==> src/rtl/cdfts_pkg.sv <==
// Shared types and constants for the CDF table size sampler.
// No dependencies; imported by every module of the block.
package cdfts_pkg;

    localparam int DEFAULT_TABLE_DEPTH = 1024;

    localparam int IDX_W   = 10;
    localparam int SIZE_W  = 24;
    localparam int PROB_W  = 33;
    localparam int CNT_W   = 11;
    localparam int BPP_W   = 16;
    localparam int MSG_W   = 31;
    localparam int PROD_W  = SIZE_W + BPP_W;
    localparam int CFG_IDX_W  = 2;
    localparam int CFG_DATA_W = 16;

    localparam logic [BPP_W-1:0] BPP_RESET = BPP_W'(1500);
    localparam logic [MSG_W-1:0] MSG_MAX   = '1;

    typedef enum logic {
        OP_LOAD   = 1'b0,
        OP_SAMPLE = 1'b1
    } op_t;

    typedef enum logic [CFG_IDX_W-1:0] {
        CFG_ENTRIES_IN_USE   = 2'd0,
        CFG_SCALE_BY_PACKET  = 2'd1,
        CFG_BYTES_PER_PACKET = 2'd2,
        CFG_UNUSED           = 2'd3
    } cfg_idx_t;

    typedef enum logic [2:0] {
        ST_IDLE,
        ST_PROBE,
        ST_CMP,
        ST_FETCH,
        ST_MUL
    } state_t;

    // Sequencer commands to the scaling stage
    typedef struct packed {
        logic mul_en;
        logic emit;
        logic empty;
    } scale_ctl_t;

endpackage

==> src/rtl/cdfts_scale.sv <==
// Packet scaling and saturation stage, holds the result beat registers.
// Depends on cdfts_pkg.
module cdfts_scale
    import cdfts_pkg::*;
(
    input  logic              clk,
    input  logic              rst_n,
    input  scale_ctl_t        scale_ctl,
    input  logic [SIZE_W-1:0] size_rdata,
    input  logic              scale_by_packet,
    input  logic [BPP_W-1:0]  bytes_per_packet,
    output logic              done,
    output logic [MSG_W-1:0]  msg_size,
    output logic              table_empty
);

    logic [PROD_W-1:0] prod_reg, prod_next;
    logic [MSG_W-1:0]  msg_size_reg, msg_size_next;
    logic              empty_reg;
    logic              done_reg;

    always_comb
    begin
        prod_next = scale_by_packet ? (PROD_W'(size_rdata) * PROD_W'(bytes_per_packet))
                                    : PROD_W'(size_rdata);
        if (scale_ctl.empty)
        begin
            msg_size_next = '0;
        end
        else if (prod_reg > PROD_W'(MSG_MAX))
        begin
            msg_size_next = MSG_MAX;
        end
        else
        begin
            msg_size_next = prod_reg[MSG_W-1:0];
        end
    end

    always_ff @(posedge clk)
    begin
        if (scale_ctl.mul_en)
        begin
            prod_reg <= prod_next;
        end
        if (scale_ctl.emit)
        begin
            msg_size_reg <= msg_size_next;
            empty_reg    <= scale_ctl.empty;
        end
    end

    always_ff @(posedge clk or negedge rst_n)
    begin
        if (!rst_n)
        begin
            done_reg <= 1'b0;
        end
        else
        begin
            done_reg <= scale_ctl.emit;
        end
    end

    assign done        = done_reg;
    assign msg_size    = msg_size_reg;
    assign table_empty = empty_reg;

endmodule

==> config.mk <==
export PLATFORM = sky130hd
export DESIGN_NAME = cdfts_scale
export DESIGN_NICKNAME = d
export VERILOG_FILES = /design/src/rtl/cdfts_pkg.sv /design/src/rtl/cdfts_scale.sv
export SDC_FILE = /design/constraint.sdc
export NUM_CORES = 1
export LEC_CHECK = 0
export BUFFER_PORTS_ARGS = -buffer_cell sky130_fd_sc_hd__buf_2
export CORE_AREA = 4 4 215 217
export CTS_CLUSTER_SIZE = 28
export DETAILED_ROUTE_END_ITERATION = 12
export DIE_AREA = 0 0 219 221
export RECOVER_POWER = 50
export SLEW_MARGIN = 0
export SYNTH_ARGS = -nofsm -noshare
export SYNTH_HDL_FRONTEND = slang
export SYNTH_SLANG_ARGS = --single-unit
==> constraint.sdc <==
create_clock -name clk -period 1.7 [get_ports clk]
set_input_delay 0.085 -clock clk [delete_from_list [all_inputs] [get_ports clk]]
set_output_delay 0.085 -clock clk [all_outputs]
set_load 0.005 [all_outputs]
=== Yosys cells after proc, flatten, opt, wreduce, memory -nomap -nowiden ===
Index checks and enable logic that the tools add are counted.

* Flip-flop bits (word level): 73
* Input port bits: 46
* Output and inout bits: 33
* Word-level logic and storage cells: 9

* Multipliers: 1
* Magnitude comparators: 1
* Muxes and demuxes: 2

{| class="wikitable"
|+ Operators by type and width
! cell !! number
|-
| $gt 40x31->1 const B || 1
|-
| $mul 24x16->40 || 1
|-
| $mux 31 || 1
|-
| $mux 24 || 1
|}

=== Depth between registers and ports, before layout ===
* Depth in word-level cells: 2
* Depth in mapped cells: 24

=== Worst setup path after synthesis ===
No wires, ideal clock.

* Path type: in2reg
* Start point: input size_rdata[14]
* End point: register prod_reg[37], data pin
* Setup time: 266 ps
* Data arrival time: 5524 ps
* Path slack: -4090 ps
* Cell stages on the path: 23
* Path through: clkbuf_1 -> nand2_1 -> fa_1 -> inv_1 -> fa_1 -> inv_1 -> fa_1 -> inv_1 -> fa_1 -> fa_1 -> inv_1 -> fa_1 -> inv_1 -> ha_1 -> clkdlybuf4s15_1 -> nand4_1 -> inv_1 -> nand3_1 -> nor4_2 -> nor2_1 -> o31a_1 -> o41ai_2 -> mux2i_1

* Longest elaborated chain between the ends: 1

{| class="wikitable"
|+ RTL lines
! item !! line !! text
|-
| from (decl) || cdfts_scale.sv:9 || <nowiki>input logic [SIZE_W-1:0] size_rdata,</nowiki>
|-
| $mul 24x16->40 || cdfts_scale.sv:24 || <nowiki>prod_next = scale_by_packet ? (PROD_W'(size_rdata) * PROD_W'(bytes_per_packet))</nowiki>
|-
| to (signal assigned) || cdfts_scale.sv:44 || <nowiki>prod_reg <= prod_next;</nowiki>
|-
| to (decl) || cdfts_scale.sv:17 || <nowiki>logic [PROD_W-1:0] prod_reg, prod_next;</nowiki>
|}

No other way between the ends.
A chain may end at the register's enable or synchronous reset.

=== Final worst setup path ===
* Start point: input size_rdata[5]
* End point: register prod_reg[32], data pin

Same word-level chain as after synthesis.

==> results.cfg <==
[outcome]
run_status = finished with violations
failed_checks = setup timing

[layout]
final_common_cell = inv_1
diodes = 0
fin_nets = 2377
drive_gt1_share_pct = 31.1
instances_no_fill = 2508
syn_to_final_growth_pct = 32.5
final_cell_mix = 308 x inv_1, 287 x fa_1, 243 x nand2_1, 212 x buf_4, 128 x and2_1
largest_register_ffs = 40

[global_route]
grt_pass1_wl_microns = 69200
met1_usage_pct = 22.1
first_global_vias = 13600
grtUsageMet2_pct = 32.2
grt_max_degree = 41
busiest_layer = met2
grt-ovfl-total = 0
antenna_found_initial = 0
grt_usage_pct = 17.8
met3_usage_pct = 2.24

[die]
pin_count = 79
coreArea_sq_mm = 0.0441
die-area_sq_mm = 0.0484
start_util_pct = 34.7
die_w_microns = 219
dieHeight_microns = 221
num_rows = 77

[worst_setup_path]
critical-path-slowest-cell = fa_1
cp_max_fo = 8
cp-start-kind = input port
arrival_ns = 5.39
path_delay_family = adder cells
worstPathCellList = buf_12 -> and2_4 -> fa_1 -> inv_1 -> fa_1 -> inv_2 -> fa_1 -> fa_1 -> fa_1 -> inv_1 -> fa_1 -> inv_2 -> ha_4 -> a21oi_4 -> o21ai_2 -> or3_4 -> o21ai_4 -> o21ai_4 -> a211o_1 -> xnor2_1 -> nor2_1
max_stage_delay_ns = 0.56
crit_type = input port to flop
endpoint_kind = flop
cpMostUsedCell = fa_1
required_ns = 1.78
r2r_slack_ns = 0.17
cp_num_buf_inv = 5

[timing]
skew_ns = 0.00854
worst_pin_slew_ns = 1.35
rsz0062_at_grt = yes
layout_worst_path_cycle_share_pct = 312
hold_viol_final = 0
fin_ws_ns = -3.60
fin_crit_ns = 5.30
tns_ns = -113.72
final_max_slew_viol_count = 0
setup_viol = 37
max-slew-margin-rel_pct = 9.74
max_freq_ghz = 0.189

[synthesis]
synth_cell_types = 63
yosys_warnings = 0
synth_area_sq_mm = 0.0153
synth_flop_cell = edfxtp_1
synth_nets = 2103
syn_inst = 1639
synth_seq_cells = 73
async_reset_ff_share_pct = 1.37
syn_avg_cell_area_sq_um = 9.33
seq_area_frac_synth_pct = 14.3
synth_edf_count = 72

[detailed_routing]
wl_per_cell_microns = 16.8
vias = 12100
dr.pass1.iters = 7
detail-route-antenna-nets = 0
initialDrtViolationCount = 503
drc = 0
viasPerCell = 4.82
drt_wl_total_microns = 42100

[cts]
cts_buffers = 9
clockBufferDepth = 2
root_buffer = clkbuf_16
path_clk_slew_ns = 0.06
cts_htree_levels = 3
clock_latency_ns = 0.33
cts_tree = done
clock-sinks = 73

[min_path]
hp-class = input port to asynchronous set/reset pin

[place]
dpl.hpwl_microns = 35000
portBuffers = 78
dp.cells = 2452
place.gp.congestion = 0.893

[run]
maxCapViolations = 0
kinds of logic after synthesis:
kind of cell | after synthesis | share of synthesized area [%]
fa+ha+maj | 418 | 49.2
buf+inv | 424 | 10.8
xor+xnor | 31 | 1.78
flops | 73 | 14.3
mux | 25 | 1.82
compound gates | 120 | 5.25
simple gates | 548 | 16.8
synth_stat cells (all sizes together) (3+ instances only):
cell type | n | area share, %
inv | 342 | 8.4
fa | 306 | 40
nand2 | 258 | 6.3
and2 | 159 | 6.5
ha | 112 | 9.2
nor2 | 84 | 2.1
clkbuf | 75 | 1.9
edfxtp | 72 | 14
a21oi | 41 | 1.4
mux2 | 22 | 1.6
xnor2 | 19 | 1.1
o21ai | 18 | 0.59
a21o | 16 | 0.79
nand3 | 16 | 0.52
xor2 | 12 | 0.69
nand4 | 7 | 0.29
o21bai | 7 | 0.34
a211oi | 5 | 0.28
a211o | 4 | 0.23
a31oi | 4 | 0.16
nor2b | 4 | 0.16
o21a | 4 | 0.20
or3 | 4 | 0.16
and3 | 3 | 0.13
buf | 3 | 0.22
mux2i | 3 | 0.20
nor3 | 3 | 0.098
nor4 | 3 | 0.16
metrics by stage:
| step | util [%] | hold WS [ns] | area [sq um] | setup WS (ns) |
|---|---|---|---|---|
| after CTS | 44.5 | 0.0634 | 19600 | -3.58 |
| after global placement | 41.2 | -0.141 | 18200 | -4.05 |
| after floorplan | - | -0.211 | 16000 | -3.65 |
| after detailed placement | 41.2 | -0.139 | 18200 | -4.11 |
| after global routing | 45.9 | 0.0651 | 20300 | -3.79 |
| final | 45.9 | 0.0649 | 20300 | -3.60 |
worst register-to-register path: stages, from the launching register on:
cell and delay, ns:
edfxtp_1 0.38, nor4_2 0.29, nand3_1 0.10, buf_4 0.24, nor2_1 0.17, nor2_1 0.05
cell type report:
class,instances,area (sq um)
fill,4197,23900
multi-input combinational,1142,12700
timing repair buffer,345,3080
sequential,73,2190
inverter,342,1290
tap,592,741
clock buffer,10,229
clock inverter,4,22.5
path summary, 6_finish.rpt:
kind / from / end / depth (start not counted)
worst min register to register: prod_reg[4] / msg_size[4] / 2
worst max register to register: prod_reg[36] / msg_size[5] / 5
min in group clk: size_rdata[12] / prod_reg[12] / 2
worst max-delay path: size_rdata[5] / prod_reg[32] / 21
max in group asynchronous: rst_n / done / 2
worst min-delay path: rst_n / done / 2
what timing repair did:
action / 4_1_cts / 5_1_grt
cloned: 2 / 0
buffers inserted: 23 / 22
hold buffers: 1 / 0
gates resized for setup: 226 / 122
hold endpoints to repair: 1 / 0
pin swaps: 73 / 87
setup endpoints to repair: 38 / 39
per-layer routing:
metal	vias up	share of wire (%)
li1	5505	-
met1	6227	40
met2	282	53
met3	72	4.1
met4	0	2.8
met5	-	0
Power is left out: the tool's default activity adds up to more than one toggle a clock period on the data nets, which glitch-free logic cannot reach.
