`src/rtl/cdfts_pkg.sv`:
```
// Shared types and constants for the CDF table size sampler.
// No dependencies; imported by every module of the block.
package cdfts_pkg;

    localparam int DEFAULT_TABLE_DEPTH = 1024;

    localparam int IDX_W   = 10;
    localparam int SIZE_W  = 24;
    localparam int PROB_W  = 33;
    localparam int CNT_W   = 11;
    localparam int BPP_W   = 16;
    localparam int MSG_W   = 31;
    localparam int PROD_W  = SIZE_W + BPP_W;
    localparam int CFG_IDX_W  = 2;
    localparam int CFG_DATA_W = 16;

    localparam logic [BPP_W-1:0] BPP_RESET = BPP_W'(1500);
    localparam logic [MSG_W-1:0] MSG_MAX   = '1;

    typedef enum logic {
        OP_LOAD   = 1'b0,
        OP_SAMPLE = 1'b1
    } op_t;

    typedef enum logic [CFG_IDX_W-1:0] {
        CFG_ENTRIES_IN_USE   = 2'd0,
        CFG_SCALE_BY_PACKET  = 2'd1,
        CFG_BYTES_PER_PACKET = 2'd2,
        CFG_UNUSED           = 2'd3
    } cfg_idx_t;

    typedef enum logic [2:0] {
        ST_IDLE,
        ST_PROBE,
        ST_CMP,
        ST_FETCH,
        ST_MUL
    } state_t;

    // Sequencer commands to the scaling stage
    typedef struct packed {
        logic mul_en;
        logic emit;
        logic empty;
    } scale_ctl_t;

endpackage

```
`src/rtl/cdfts_ctrl.sv`:
```
// Search sequencer: binary search over the probability table with one shared comparator.
// Depends on cdfts_pkg.
module cdfts_ctrl
    import cdfts_pkg::*;
#(
    parameter int TABLE_DEPTH = DEFAULT_TABLE_DEPTH,
    localparam int AW = $clog2(TABLE_DEPTH),
    localparam int CW = $clog2(TABLE_DEPTH + 1)
)
(
    input  logic              clk,
    input  logic              rst_n,
    input  logic              start,
    input  logic              operation,
    input  logic [PROB_W-1:0] uniform_value,
    input  logic [CNT_W-1:0]  entries_in_use,
    input  logic [PROB_W-1:0] prob_rdata,
    output logic              busy,
    output logic [AW-1:0]     prob_addr,
    output logic [AW-1:0]     size_addr,
    output scale_ctl_t        scale_ctl
);

    state_t            state_reg, state_next;
    logic [AW-1:0]     lo_reg, lo_next;
    logic [AW-1:0]     hi_reg, hi_next;
    logic [AW-1:0]     mid_reg, mid_next;
    logic [PROB_W-1:0] u_reg, u_next;
    logic [CW-1:0]     cnt_clamp;
    logic [AW:0]       mid_sum;
    logic [AW-1:0]     mid_calc;
    logic              accept_sample;
    logic              cnt_zero;

    assign cnt_clamp = (32'(entries_in_use) > 32'(TABLE_DEPTH)) ? CW'(TABLE_DEPTH)
                                                                 : CW'(entries_in_use);
    assign cnt_zero      = (entries_in_use == '0);
    assign accept_sample = start && (state_reg == ST_IDLE) && (operation == OP_SAMPLE);
    assign mid_sum       = {1'b0, lo_reg} + {1'b0, hi_reg};
    assign mid_calc      = mid_sum[AW:1];

    assign prob_addr = mid_calc;
    assign size_addr = hi_reg;

    always_comb
    begin
        state_next = state_reg;
        case (state_reg)
            ST_IDLE:
            begin
                if (accept_sample && !cnt_zero)
                begin
                    state_next = ST_PROBE;
                end
            end
            ST_PROBE:  state_next = (lo_reg < hi_reg) ? ST_CMP : ST_FETCH;
            ST_CMP:    state_next = ST_PROBE;
            ST_FETCH:  state_next = ST_MUL;
            ST_MUL:    state_next = ST_IDLE;
            default:   state_next = ST_IDLE;
        endcase
    end

    always_comb
    begin
        lo_next  = lo_reg;
        hi_next  = hi_reg;
        mid_next = mid_reg;
        u_next   = u_reg;
        case (state_reg)
            ST_IDLE:
            begin
                if (accept_sample)
                begin
                    u_next  = uniform_value;
                    lo_next = '0;
                    hi_next = AW'(cnt_clamp - CW'(1));
                end
            end
            ST_PROBE:
            begin
                mid_next = mid_calc;
            end
            ST_CMP:
            begin
                // first slot whose cumulative probability covers the draw
                if (u_reg <= prob_rdata)
                begin
                    hi_next = mid_reg;
                end
                else
                begin
                    lo_next = mid_reg + AW'(1);
                end
            end
            default:
            begin
            end
        endcase
    end

    always_comb
    begin
        busy              = (state_reg != ST_IDLE);
        scale_ctl.mul_en  = (state_reg == ST_FETCH);
        scale_ctl.emit    = (state_reg == ST_MUL) || (accept_sample && cnt_zero);
        scale_ctl.empty   = (state_reg == ST_IDLE);
    end

    always_ff @(posedge clk or negedge rst_n)
    begin
        if (!rst_n)
        begin
            state_reg <= ST_IDLE;
        end
        else
        begin
            state_reg <= state_next;
        end
    end

    always_ff @(posedge clk)
    begin
        lo_reg  <= lo_next;
        hi_reg  <= hi_next;
        mid_reg <= mid_next;
        u_reg   <= u_next;
    end

endmodule

```
`config.mk`:
```
export PLATFORM = sky130hd
export DESIGN_NAME = cdfts_ctrl
export DESIGN_NICKNAME = d
export VERILOG_FILES = /design/src/rtl/cdfts_pkg.sv /design/src/rtl/cdfts_ctrl.sv
export SDC_FILE = /design/constraint.sdc
export NUM_CORES = 1
export LEC_CHECK = 0
export BUFFER_PORTS_ARGS = -buffer_cell sky130_fd_sc_hd__buf_2
export CORE_ASPECT_RATIO = 0.5
export CORE_UTILIZATION = 40
export CTS_CLUSTER_SIZE = 10
export DETAILED_ROUTE_END_ITERATION = 10
export SKIP_CTS_REPAIR_TIMING = 1
export SKIP_LAST_GASP = 1
export SLEW_MARGIN = 20
export SYNTH_ARGS = -nofsm -noshare
export SYNTH_HDL_FRONTEND = slang
export SYNTH_SLANG_ARGS = --single-unit
```
`constraint.sdc`:
```
create_clock -name clk -period 3.6 [get_ports clk]
set_input_delay 0.54 -clock clk [delete_from_list [all_inputs] [get_ports clk]]
set_output_delay 0.54 -clock clk [all_outputs]
set_load 0.02 [all_outputs]
```
After elaboration in Yosys (flattened, before gate mapping)
Cells that the tools add are included.

Register bits after elaboration: 66. Bits of input ports: 81. Output and inout port bits: 24. Logic and storage cells: 42.

$add $sub $neg: 3. $lt $le $gt $ge: 3. Equality and inequality tests: 8. Muxes and demuxes: 10. Reductions and logical operators: 13.

Operator list (count): $mux 10 (5); $pmux 10 s2 (2); $le 33x33->1 (1); $pmux 3 s4 (1); $add 10x10->11 (1); $gt 11x11->1 const B (1); $logic_not 11->1 (1); $add 10x1->10 const B (1); $lt 10x10->1 (1); $sub 10x1->10 const B (1); $eq 3x2->1 const B (2); $reduce_and 3->1 (2); $logic_and 1x1->1 (4); $ne 2x1->1 const B (2); $ne 2x2->1 const B (2); $eq 3x1->1 const B (1); $eq 3x3->1 const B (1); $logic_not 3->1 (1); $mux 3 (1); $reduce_bool 3->1 (1); $reduce_and 2->1 (1); $reduce_bool 2->1 (1); $logic_not 1->1 (1); $logic_or 1x1->1 (1); $mux 1 (1).

Depth between registers and ports, before layout
Gate-level depths: netlist of the first run.

Word-level depth: 6. Depth in mapped cells: 8. Mapped depth without buffers: 8.

Least setup slack after synthesis of the first run
OpenSTA, ideal clock, no wires.

Path kind: input to register. Start point: in prob_rdata[15]. End point: reg lo_reg[0], enable pin. Library setup time: 0.393 ns. Arrival: 2.868 ns. Data required time: 3.207 ns. Slack: 0.339 ns. Cell stages on the path: 8. Buffers on the path: 0. Cell sequence: inv_1 ha_1 nand4_1 or4_1 nor4b_1 or4_1 o21ai_0 o31ai_1.

Word-level cells in the longest chain between the ends: 3.

Ends and longest elaborated chain: start, declared (RTL line cdfts_ctrl.sv:17) `input logic [PROB_W-1:0] prob_rdata,`; $le 33x33->1 (RTL line cdfts_ctrl.sv:87) `if (u_reg <= prob_rdata)`; $ne 2x2->1 (no line); $reduce_and 3->1 (no line); end signal, assigned (RTL line cdfts_ctrl.sv:124) `lo_reg <= lo_next;`; end, declared (RTL line cdfts_ctrl.sv:25) `logic [AW-1:0] lo_reg, lo_next;`.

No other way between the ends. A chain may end at the register's enable or synchronous reset.

Final worst setup path of the first run
Start point: reg hi_reg[1], in the netlist size_addr[1]. End point: out prob_addr[8].

Word-level cells in the longest chain between the ends: 1.

Ends and longest elaborated chain: start, declared (RTL line cdfts_ctrl.sv:26) `logic [AW-1:0] hi_reg, hi_next;`; start signal, assigned (RTL line cdfts_ctrl.sv:125) `hi_reg <= hi_next;`; $add 10x10->11 (RTL line cdfts_ctrl.sv:39) `assign mid_sum = {1'b0, lo_reg} + {1'b0, hi_reg};`; end, declared (RTL line cdfts_ctrl.sv:19) `output logic [AW-1:0] prob_addr,`.

No other way between the ends.

==> results_dict.tcl, run 1 <==
set metrics [dict create \
    outcome "finished clean" \
    synth_edf_count 63 \
    seq_area_frac_synth_pct 48.2 \
    clk_pin_slew_worst_paths_ns 0.06 \
    area_growth_pct 25.0 \
    worstReg2RegEnd "size_addr[5]" \
    via_total_after_detailed_routing 3079 \
    grt_max_degree 34 \
    setup_viol_count_final 0 \
    antenna_violating_nets_post_route 0 \
    synth.most_common_cell "sky130_fd_sc_hd__edfxtp_1" \
    finalWirelength_mm 8.74 \
    r2r_slack_ns 0.75 \
    floorplan.core_area_um2 9670 \
    postSynthRegisterBits 66 \
    dr.pass1.iters 4 \
    synth_top_cells_by_count "sky130_fd_sc_hd__edfxtp_1 (63), sky130_fd_sc_hd__ha_1 (53), sky130_fd_sc_hd__inv_1 (53)" \
    nNetsFinal 627 \
    via_count_of_the_first_global_routing_pass 2873 \
    power.leakage_nw 2.32 \
    endpoint_kind "output pin" \
    timing.critical_path.arrival_ns 2.81 \
    max_clk_rate_mhz 299 \
    initial_utilization_pct 42.2 \
    vdd_ir_drop_max_uv 258 \
    floorplan.die.height_um 73.4 \
    mappedNetlistNets 514 \
    place_congestion 0.799 \
    drc 0 \
    flip_flop_count_of_the_largest_register_all_copies_and_words_added 33 \
    fin_total_pwr_mw 3.71 \
    routed_via_density 4.87 \
    whs_endpoint "u_reg[23]" \
    top_routing_layer_used "met4" \
    ctsLongestPathBuffers 2 \
    post_route_cells_drive_above_1_share_pct 26.6 \
    netlist_top_cells_area "sky130_fd_sc_hd__edfxtp_1 (46%), sky130_fd_sc_hd__ha_1 (16%), sky130_fd_sc_hd__inv_1 (4.9%)" \
    fp.dieArea_um2 10600 \
    proportion_of_netlist_area_held_by_the_largest_area_contributor_pct 46.4 \
    post-route-min-period_ns 3.35 \
    cts_tree "built" \
    path_cells "inv_1 -> ha_1 -> and3b_1 -> o211ai_1 -> a2111oi_0 -> a2111oi_1 -> buf_4 -> a21oi_1 -> xnor2_1 -> buf_2" \
    normalized_max_slew_margin_pct 55.0 \
    synth-async-reset-ratio_pct 4.55 \
    dpl.cell_count 615 \
    grt_setup_unrepaired "no" \
    drt_first_iter_violations 142 \
    post-place-ws_ns 0.462 \
    hold_class "in -> reg" \
    fillerInstances 859 \
    cts_max_level 3 \
    max_stage_delay_ns 0.49 \
    power_per_cell_area_nw_per_um2 728 \
    insertion_delay_ns 0.33 \
    number_of_pins_with_negative_max_slew_slack_in_the_final_report 0 \
    synth-main-ff-cell "sky130_fd_sc_hd__edfxtp_1" \
    die_w_um 145 \
    synthesis.yosys.warnings 0 \
    worstPathRequired_ns 3.06 \
    floorplan.io_pins 105 \
    setup.worst_path.start_class "flop" \
    post_drt_wl_per_cell_um 13.8 \
    floorplan.rows 25 \
    io_buffer_count 104 \
    critical_path_launch_point "size_addr[1]" \
    antennaDiodeCount 0 \
    grtUsageTotal_pct 17.9 \
    routed-wl-met2_mm 4.14 \
    hold_depth 1 \
    met3RoutedLength_um 364 \
    crit_path_top_delay_cell "sky130_fd_sc_hd__a2111oi_1" \
    max_slew.worst_pin.slew_ns 0.667 \
    cts.sinks 66 \
    final_min_period_over_clock_period_pct 93.0 \
    post-synth-top-area-cell "sky130_fd_sc_hd__edfxtp_1" \
    synth_cells 379 \
    cts_root_buf "sky130_fd_sc_hd__clkbuf_16" \
    detailedPlacementHpwl_mm 6.73 \
    timing.final.ws_setup_ns 0.251 \
    timing.clock.skew_ns 0.00502 \
    detailed_routing_wirelength_on_met1_mm 4.18 \
    final_hold_viols 0 \
    maxCapViolations 0 \
    finalNonFillerCells 632 \
    timing.setup.critical_path_class "reg -> out" \
    hold_path.startpoint "uniform_value[23]" \
    globalRoute.totalOverflow 0 \
    worst_r2r_path_depth 6 \
    maximum_net_fanout_on_the_critical_path 3 \
    area_of_the_mapped_netlist_um2 4080 \
    synth.avg_cell_area_um2 10.8 \
    grt_pass1_wl_mm 14.1 \
    source_of_the_worst_register_to_register_timing_path "u_reg[11]" \
    initial_antenna_violation_count 0 \
    fin_setup_tns_ns 0 \
    number_of_distinct_library_cells_after_synthesis 52 \
    number_of_cts_inserted_buffers 9 \
]
==> per-stage QoR <==
stage                     utilization (%)  cell area, um2  hold WS [ns]
after floorplan                         -            4080         0.244
after global placement               49.3            4770         0.337
after detailed placement             49.3            4770         0.338
after CTS                            52.6            5090       -0.0244
after global routing                 52.7            5100         0.357
final                                52.7            5100         0.377
==> cells by family (layout without fill, tap and decap cells) <==
family,after synthesis,in the layout,share of synthesized area [%]
AOI/OAI and AO/OA,78,78,11.8
buffers and inverters,60,178,5.64
and+or+nand+nor,103,103,13.7
DFF,66,66,48.2
xor gates and xnor gates,18,18,3.87
adders and majority gates,54,54,16.7
==> routing by layer <==
layer	up-vias	GRT usage [%]
li1	1598	-
met1	1416	22.7
met2	60	29.2
met3	5	6.06
met4	0	4.91
met5	-	0
==> cell usage in the layout, fill, tap and decap left out, types with 2 or more instances in the layout <==
| master | Yosys | layout |
|---|---|---|
| sky130_fd_sc_hd__buf_2 | 1 | 104 |
| sky130_fd_sc_hd__edfxtp_1 | 63 | 63 |
| sky130_fd_sc_hd__inv_1 | 53 | 53 |
| sky130_fd_sc_hd__ha_1 | 53 | 53 |
| sky130_fd_sc_hd__a21oi_1 | 30 | 30 |
| sky130_fd_sc_hd__nor2_1 | 29 | 29 |
| sky130_fd_sc_hd__nand2_1 | 17 | 17 |
| sky130_fd_sc_hd__o21ai_0 | 16 | 16 |
| sky130_fd_sc_hd__xnor2_1 | 9 | 9 |
| sky130_fd_sc_hd__xor2_1 | 9 | 9 |
| sky130_fd_sc_hd__nand4_1 | 9 | 9 |
| sky130_fd_sc_hd__clkbuf_16 | 0 | 9 |
| sky130_fd_sc_hd__a21o_1 | 7 | 7 |
| sky130_fd_sc_hd__nor2b_1 | 6 | 6 |
| sky130_fd_sc_hd__nor3_1 | 6 | 6 |
| sky130_fd_sc_hd__nand3_1 | 6 | 6 |
| sky130_fd_sc_hd__a31oi_1 | 4 | 4 |
| sky130_fd_sc_hd__or3_1 | 4 | 4 |
| sky130_fd_sc_hd__buf_4 | 1 | 4 |
| sky130_fd_sc_hd__nor3b_1 | 3 | 3 |
| sky130_fd_sc_hd__and3b_1 | 3 | 3 |
| sky130_fd_sc_hd__o31ai_1 | 3 | 3 |
| sky130_fd_sc_hd__or2_2 | 3 | 3 |
| sky130_fd_sc_hd__a221oi_1 | 3 | 3 |
| sky130_fd_sc_hd__nand2b_1 | 3 | 3 |
| sky130_fd_sc_hd__dfrtp_1 | 3 | 3 |
| sky130_fd_sc_hd__o21bai_1 | 2 | 2 |
| sky130_fd_sc_hd__or4_1 | 2 | 2 |
| sky130_fd_sc_hd__and3_1 | 2 | 2 |
| sky130_fd_sc_hd__clkinvlp_4 | 0 | 2 |
| sky130_fd_sc_hd__clkinv_2 | 0 | 2 |
| sky130_fd_sc_hd__bufinv_16 | 0 | 2 |
==> worst max-delay path: cells and delay by family (launching register included) <==
family | cells | cell delay, ns
buffers and inverters | 3 | 0.49
AO/OA/AOI/OAI | 4 | 0.95
XOR/XNOR | 1 | 0.18
AND/OR/NAND/NOR | 1 | 0.18
flip-flops | 1 | 0.38
adder cells (fa/ha/maj) | 1 | 0.30
==> worst max-delay path by stage <==
stage	endpoint
finish	prob_addr[8]
global route	prob_addr[8]
CTS	prob_addr[8]
detailed placement	size_addr[1]
global placement	size_addr[1]
floorplan	lo_reg[0]
==> report_power, final <==
group	switching (mW)	internal, mW	total (mW)
Combinational	0.892	0.543	1.43
Sequential	0.189	1.15	1.34
Clock	0.337	0.604	0.941
Total	1.42	2.29	3.71
==> cell type report <==
cell class              instances  area, um2  area share (%)
flip-flops and latches         66       1970            38.6
clock inverters                 7       93.8            1.84
multi-input cells             253       1880            36.9
repair buffers                109        561            11.0
inverters                      53        199            3.90
well taps                     135        169            3.31
clock buffers                   9        225            4.42
Note: power is estimated with default switching activity, not from simulation.
==> inputs of run 2 (changes only) <==
--- a/config.mk
+++ b/config.mk
@@ -8,6 +8,7 @@
 export BUFFER_PORTS_ARGS = -buffer_cell sky130_fd_sc_hd__buf_2
 export CORE_ASPECT_RATIO = 0.5
 export CORE_UTILIZATION = 40
+export CTS_BUF_LIST = sky130_fd_sc_hd__clkbuf_4
 export CTS_CLUSTER_SIZE = 10
 export DETAILED_ROUTE_END_ITERATION = 10
 export SKIP_CTS_REPAIR_TIMING = 1
==> results_dict.tcl, run 2 (synthesis gave the netlist of run 1 again) <==
set metrics [dict create \
    outcome "finished clean" \
    routed_via_density 4.85 \
    fp.dieArea_um2 10600 \
    crit_top_cell "sky130_fd_sc_hd__a2111oi_2" \
    timing.critical_path.arrival_ns 2.77 \
    via_count_of_the_first_global_routing_pass 2846 \
    cts_root_buf "sky130_fd_sc_hd__clkbuf_4" \
    top_routing_layer_used "met4" \
    grt_pass1_wl_mm 14.0 \
    timing.clock.skew_ns 0.0147 \
    final_hold_viols 0 \
    initial_antenna_violation_count 0 \
    cpLargestDelayFamily "compound AO/OA/AOI/OAI gates" \
    nNetsFinal 627 \
    insertion_delay_ns 0.44 \
    setup.worst_path.start_class "flop" \
    floorplan.die.height_um 73.4 \
    detailedPlacementHpwl_mm 6.73 \
    fin_setup_tns_ns 0 \
    grtUsageTotal_pct 17.8 \
    maxCapViolations 0 \
    die_w_um 145 \
    source_of_the_worst_register_to_register_timing_path "u_reg[15]" \
    max_stage_delay_ns 0.44 \
    drt_first_iter_violations 130 \
    max_clk_rate_mhz 302 \
    worstPathRequired_ns 3.06 \
    power.net_switching_mw 1.38 \
    drc 0 \
    cts_tree "built" \
    power.combinational.fraction_pct 43.2 \
    normalized_max_slew_margin_pct 54.0 \
    ctsLongestPathBuffers 2 \
    power_per_cell_area_nw_per_um2 678 \
    antenna_violating_nets_post_route 0 \
    place_congestion 0.799 \
    post_drt_wl_per_cell_um 13.7 \
    max_slew.worst_pin.slew_ns 0.681 \
    finalWirelength_mm 8.69 \
    final_min_period_over_clock_period_pct 91.9 \
    post-route-min-period_ns 3.31 \
    vdd_ir_drop_max_uv 205 \
    timing.setup.critical_path_class "reg -> out" \
    clock_power_share_pct 17.2 \
    via_total_after_detailed_routing 3064 \
    hold_path.startpoint "uniform_value[23]" \
    critical_path_launch_point "size_addr[1]" \
    cts.sinks 66 \
    antennaDiodeCount 0 \
    maximum_net_fanout_on_the_critical_path 3 \
    clk_pin_slew_worst_paths_ns 0.13 \
    layout_common_cells "sky130_fd_sc_hd__buf_2 (104), sky130_fd_sc_hd__edfxtp_1 (63), sky130_fd_sc_hd__inv_1 (53), sky130_fd_sc_hd__ha_1 (53), sky130_fd_sc_hd__a21oi_1 (30)" \
    routed-wl-met2_mm 4.14 \
    setup_viol_count_final 0 \
    floorplan.rows 25 \
    layout.cells.most_common "sky130_fd_sc_hd__buf_2" \
    initial_utilization_pct 42.2 \
    number_of_cts_inserted_buffers 9 \
    power_frac_seq_pct 39.6 \
    floorplan.io_pins 105 \
    hold_class "in -> reg" \
    cell_internal_pwr_mw 1.97 \
    dr.pass1.iters 4 \
    endpoint_kind "output pin" \
    path_cells "inv_1 -> ha_1 -> and3b_1 -> o211ai_1 -> a2111oi_2 -> a2111oi_2 -> buf_4 -> a21oi_1 -> xnor2_1 -> buf_2" \
    flip_flop_count_of_the_largest_register_all_copies_and_words_added 33 \
    grt_setup_unrepaired "no" \
    met3RoutedLength_um 396 \
    area_growth_pct 21.4 \
    detailed_routing_wirelength_on_met1_mm 4.08 \
    utilization_pct 51.2 \
    cts_max_level 3 \
    io_buffer_count 104 \
    power.leakage_nw 2.26 \
    crit_path_top_delay_cell "sky130_fd_sc_hd__edfxtp_1" \
    grt_max_degree 34 \
    floorplan.core_area_um2 9670 \
    globalRoute.totalOverflow 0 \
    number_of_pins_with_negative_max_slew_slack_in_the_final_report 0 \
    switching_share_pct 41.2 \
    critical_path_buf_inv_count 3 \
    post_route_cells_drive_above_1_share_pct 27.0 \
]
==> run 2: cell counts in the layout (fill, tap and decap cells not counted) <==
No cell type changed its count.
==> run 2: area by class of cell <==
cell class                      instances  area, um2
Clock buffer                            9       67.6
Clock inverter                          7       93.8
Fill cell                             870       4710
Inverter                               53        199
Multi-Input combinational cell        253       1890
Sequential cell                        66       1970
Tap cell                              135        169
Timing Repair Buffer                  109        561
==> run 2: power by group through the flow <==
stage / clock network [mW] / logic [mW] / registers (mW)
finish: 0.577 / 1.45 / 1.33
global route: 0.631 / 1.63 / 1.36
CTS: 0.591 / 1.45 / 1.33
detailed placement: 0 / 1.44 / 1.34
global placement: 0 / 1.42 / 1.34
floorplan: 0 / 0.982 / 1.30
==> run 2: worst paths after layout <==
check,endpoint,slack [ns],cells after the start
hold / removal,u_reg[23],0.26,1
max in group asynchronous,state_reg[0],3.06,2
setup / recovery,prob_addr[8],0.29,10
hold reg to reg,lo_reg[0],0.63,1
setup reg to reg,size_addr[3],0.75,6
min in group asynchronous,state_reg[1],0.43,2
==> run 2: worst reg2reg max path: stages (launching register included) <==
cell	delay (ns)
sky130_fd_sc_hd__edfxtp_1	0.41
sky130_fd_sc_hd__ha_1	0.32
sky130_fd_sc_hd__nand4_1	0.14
sky130_fd_sc_hd__or4_1	0.62
sky130_fd_sc_hd__o41a_1	0.43
sky130_fd_sc_hd__o31ai_1	0.10
sky130_fd_sc_hd__and3_1	0.50
==> run 2: routing by layer <==
metal	vias to the layer above	GRT usage, %
met5	-	0
met2	63	28.7
met3	5	6.45
li1	1594	-
met1	1402	22.8
met4	0	4.56
==> run 2: through the flow <==
stage / power [mW] / hold slack, ns / setup slack (ns) / cells / instance area [um2]
floorplan: 2.28 / 0.244 / 0.339 / 379 / 4080
detailed placement: 2.78 / 0.338 / 0.462 / 615 / 4770
finish: 3.36 / 0.262 / 0.290 / 632 / 4950
global placement: 2.77 / 0.337 / 0.511 / 615 / 4770
CTS: 3.37 / -0.157 / 0.0361 / 631 / 4930
global route: 3.62 / 0.206 / 0.0297 / 632 / 4950
==> inputs of run 3 (changes only) <==
--- a/config.mk
+++ b/config.mk
@@ -11,6 +11,7 @@
 export CTS_BUF_LIST = sky130_fd_sc_hd__clkbuf_4
 export CTS_CLUSTER_SIZE = 10
 export DETAILED_ROUTE_END_ITERATION = 10
+export REMOVE_ABC_BUFFERS = 1
 export SKIP_CTS_REPAIR_TIMING = 1
 export SKIP_LAST_GASP = 1
 export SLEW_MARGIN = 20
==> results_dict.tcl, run 3 (synthesis gave the netlist of run 1 again) <==
set metrics [dict create \
    fin_setup_tns_ns 0 \
    timing.setup.critical_path_class "reg -> out" \
    flip_flop_count_of_the_largest_register_all_copies_and_words_added 33 \
    layout.cells.most_common "sky130_fd_sc_hd__buf_2" \
    io_buffer_count 104 \
    insertion_delay_ns 0.42 \
    max_slew.worst_pin.slew_ns 0.676 \
    worstPathRequired_ns 3.06 \
    via_count_of_the_first_global_routing_pass 3048 \
    dr.pass1.iters 4 \
    antennaDiodeCount 0 \
    finalNonFillerCells 633 \
    place_congestion 0.832 \
    post_drt_wl_per_cell_um 13.7 \
    cts.sinks 66 \
    setup_viol_count_final 0 \
    timing.clock.skew_ns 0.0157 \
    cts_root_buf "sky130_fd_sc_hd__clkbuf_4" \
    max_clk_rate_mhz 302 \
    hold_class "in -> reg" \
    grt_pass1_wl_mm 14.2 \
    outcome "finished clean" \
    detailedPlacementHpwl_mm 6.90 \
    utilization_pct 50.9 \
    fin_area_um2 4920 \
    timing.critical_path.arrival_ns 2.77 \
    floorplan.io_pins 105 \
    endpoint_kind "output pin" \
    setup.worst_path.start_class "flop" \
    via_total_after_detailed_routing 3104 \
    routed_via_density 4.90 \
    post-place-ws_ns 0.467 \
    fp.dieArea_um2 10600 \
    clk_pin_slew_worst_paths_ns 0.11 \
    normalized_max_slew_margin_pct 54.3 \
    nNetsFinal 628 \
    maxCapViolations 0 \
    post_route_cells_drive_above_1_share_pct 26.3 \
    post-route-min-period_ns 3.31 \
    area_growth_pct 20.7 \
    grt_setup_unrepaired "no" \
    antenna_violating_nets_post_route 0 \
    floorplan.rows 25 \
    dpl.cell_count 615 \
    maximum_net_fanout_on_the_critical_path 3 \
    dpl-instance-area_um2 4770 \
    ctsLongestPathBuffers 2 \
    drt_first_iter_violations 117 \
    timing.final.ws_setup_ns 0.289 \
    initial_utilization_pct 42.2 \
    floorplan.core_area_um2 9670 \
    floorplan.die.height_um 73.4 \
    cts_tree "built" \
    vdd_ir_drop_max_uv 222 \
    grtUsageTotal_pct 18.0 \
    drc 0 \
    final_hold_viols 0 \
    number_of_pins_with_negative_max_slew_slack_in_the_final_report 0 \
    number_of_cts_inserted_buffers 9 \
    layout_common_cells "sky130_fd_sc_hd__buf_2 (103), sky130_fd_sc_hd__edfxtp_1 (63), sky130_fd_sc_hd__inv_1 (53), sky130_fd_sc_hd__ha_1 (53), sky130_fd_sc_hd__a21oi_1 (30)" \
    final_min_period_over_clock_period_pct 92.0 \
    cts_max_level 3 \
    die_w_um 145 \
    finalWirelength_mm 8.70 \
    initial_antenna_violation_count 0 \
    power_per_cell_area_nw_per_um2 663 \
    power.leakage_nw 2.25 \
    grt_max_degree 34 \
    globalRoute.totalOverflow 0 \
]
==> run 3: cell count changes in the layout (fill, tap and decap cells not counted), sizes merged <==
cell / previous run / this run
buf: 108 / 109
clkbuf: 9 / 10
bufinv: 2 / 1
==> run 3: area by class of cell <==
| type | instances | area (um2) |
|---|---|---|
| well taps | 135 | 169 |
| fillers | 892 | 4740 |
| repair buffers | 110 | 571 |
| multi-input cells | 253 | 1880 |
| inverters | 53 | 199 |
| clock buffers | 10 | 75.1 |
| flip-flops and latches | 66 | 1970 |
| clock inverters | 6 | 57.6 |
==> run 3: worst paths after layout <==
path / slack (ns) / endpoint / startpoint / cells after the start
min in group asynchronous: 0.43 / state_reg[0] / rst_n / 2
hold reg to reg: 0.63 / lo_reg[0] / mid_reg[0] / 1
hold / removal: 0.29 / u_reg[30] / uniform_value[30] / 1
setup reg to reg: 0.75 / size_addr[1] / u_reg[10] / 6
setup / recovery: 0.29 / prob_addr[8] / size_addr[1] / 10
max in group asynchronous: 3.05 / state_reg[1] / rst_n / 2
==> run 3: power by group <==
group / internal (mW) / switching [mW] / total (mW)
clock: 0.214 / 0.267 / 0.481
combinational: 0.554 / 0.902 / 1.46
sequential: 1.14 / 0.182 / 1.33
total: 1.91 / 1.35 / 3.26
==> run 3: layer usage <==
metal	vias to the layer above	GRT usage [%]	share of wire, %
li1	1593	-	-
met1	1415	22.6	46
met3	10	4.95	5.1
met2	86	30.2	48
met4	0	5.73	1.2
met5	-	0	0
==> run 3: through the flow <==
step / total power, mW / hold slack, ns
2_1_floorplan: 2.27 / 0.244
3_3_place_gp: 2.77 / 0.341
3_5_place_dp: 2.79 / 0.340
4_1_cts: 3.29 / -0.140
5_1_grt: 3.53 / 0.239
6_report: 3.26 / 0.286
==> run 3: worst max-delay path: stages, from the launching register on <==
cell and delay (ns):
sky130_fd_sc_hd__edfxtp_1 0.39, sky130_fd_sc_hd__inv_1 0.09, sky130_fd_sc_hd__ha_1 0.30, sky130_fd_sc_hd__and3b_1 0.19, sky130_fd_sc_hd__o211ai_1 0.25, sky130_fd_sc_hd__a2111oi_1 0.12
sky130_fd_sc_hd__a2111oi_1 0.33, sky130_fd_sc_hd__buf_4 0.20, sky130_fd_sc_hd__a21oi_1 0.08, sky130_fd_sc_hd__xnor2_1 0.24, sky130_fd_sc_hd__buf_4 0.19
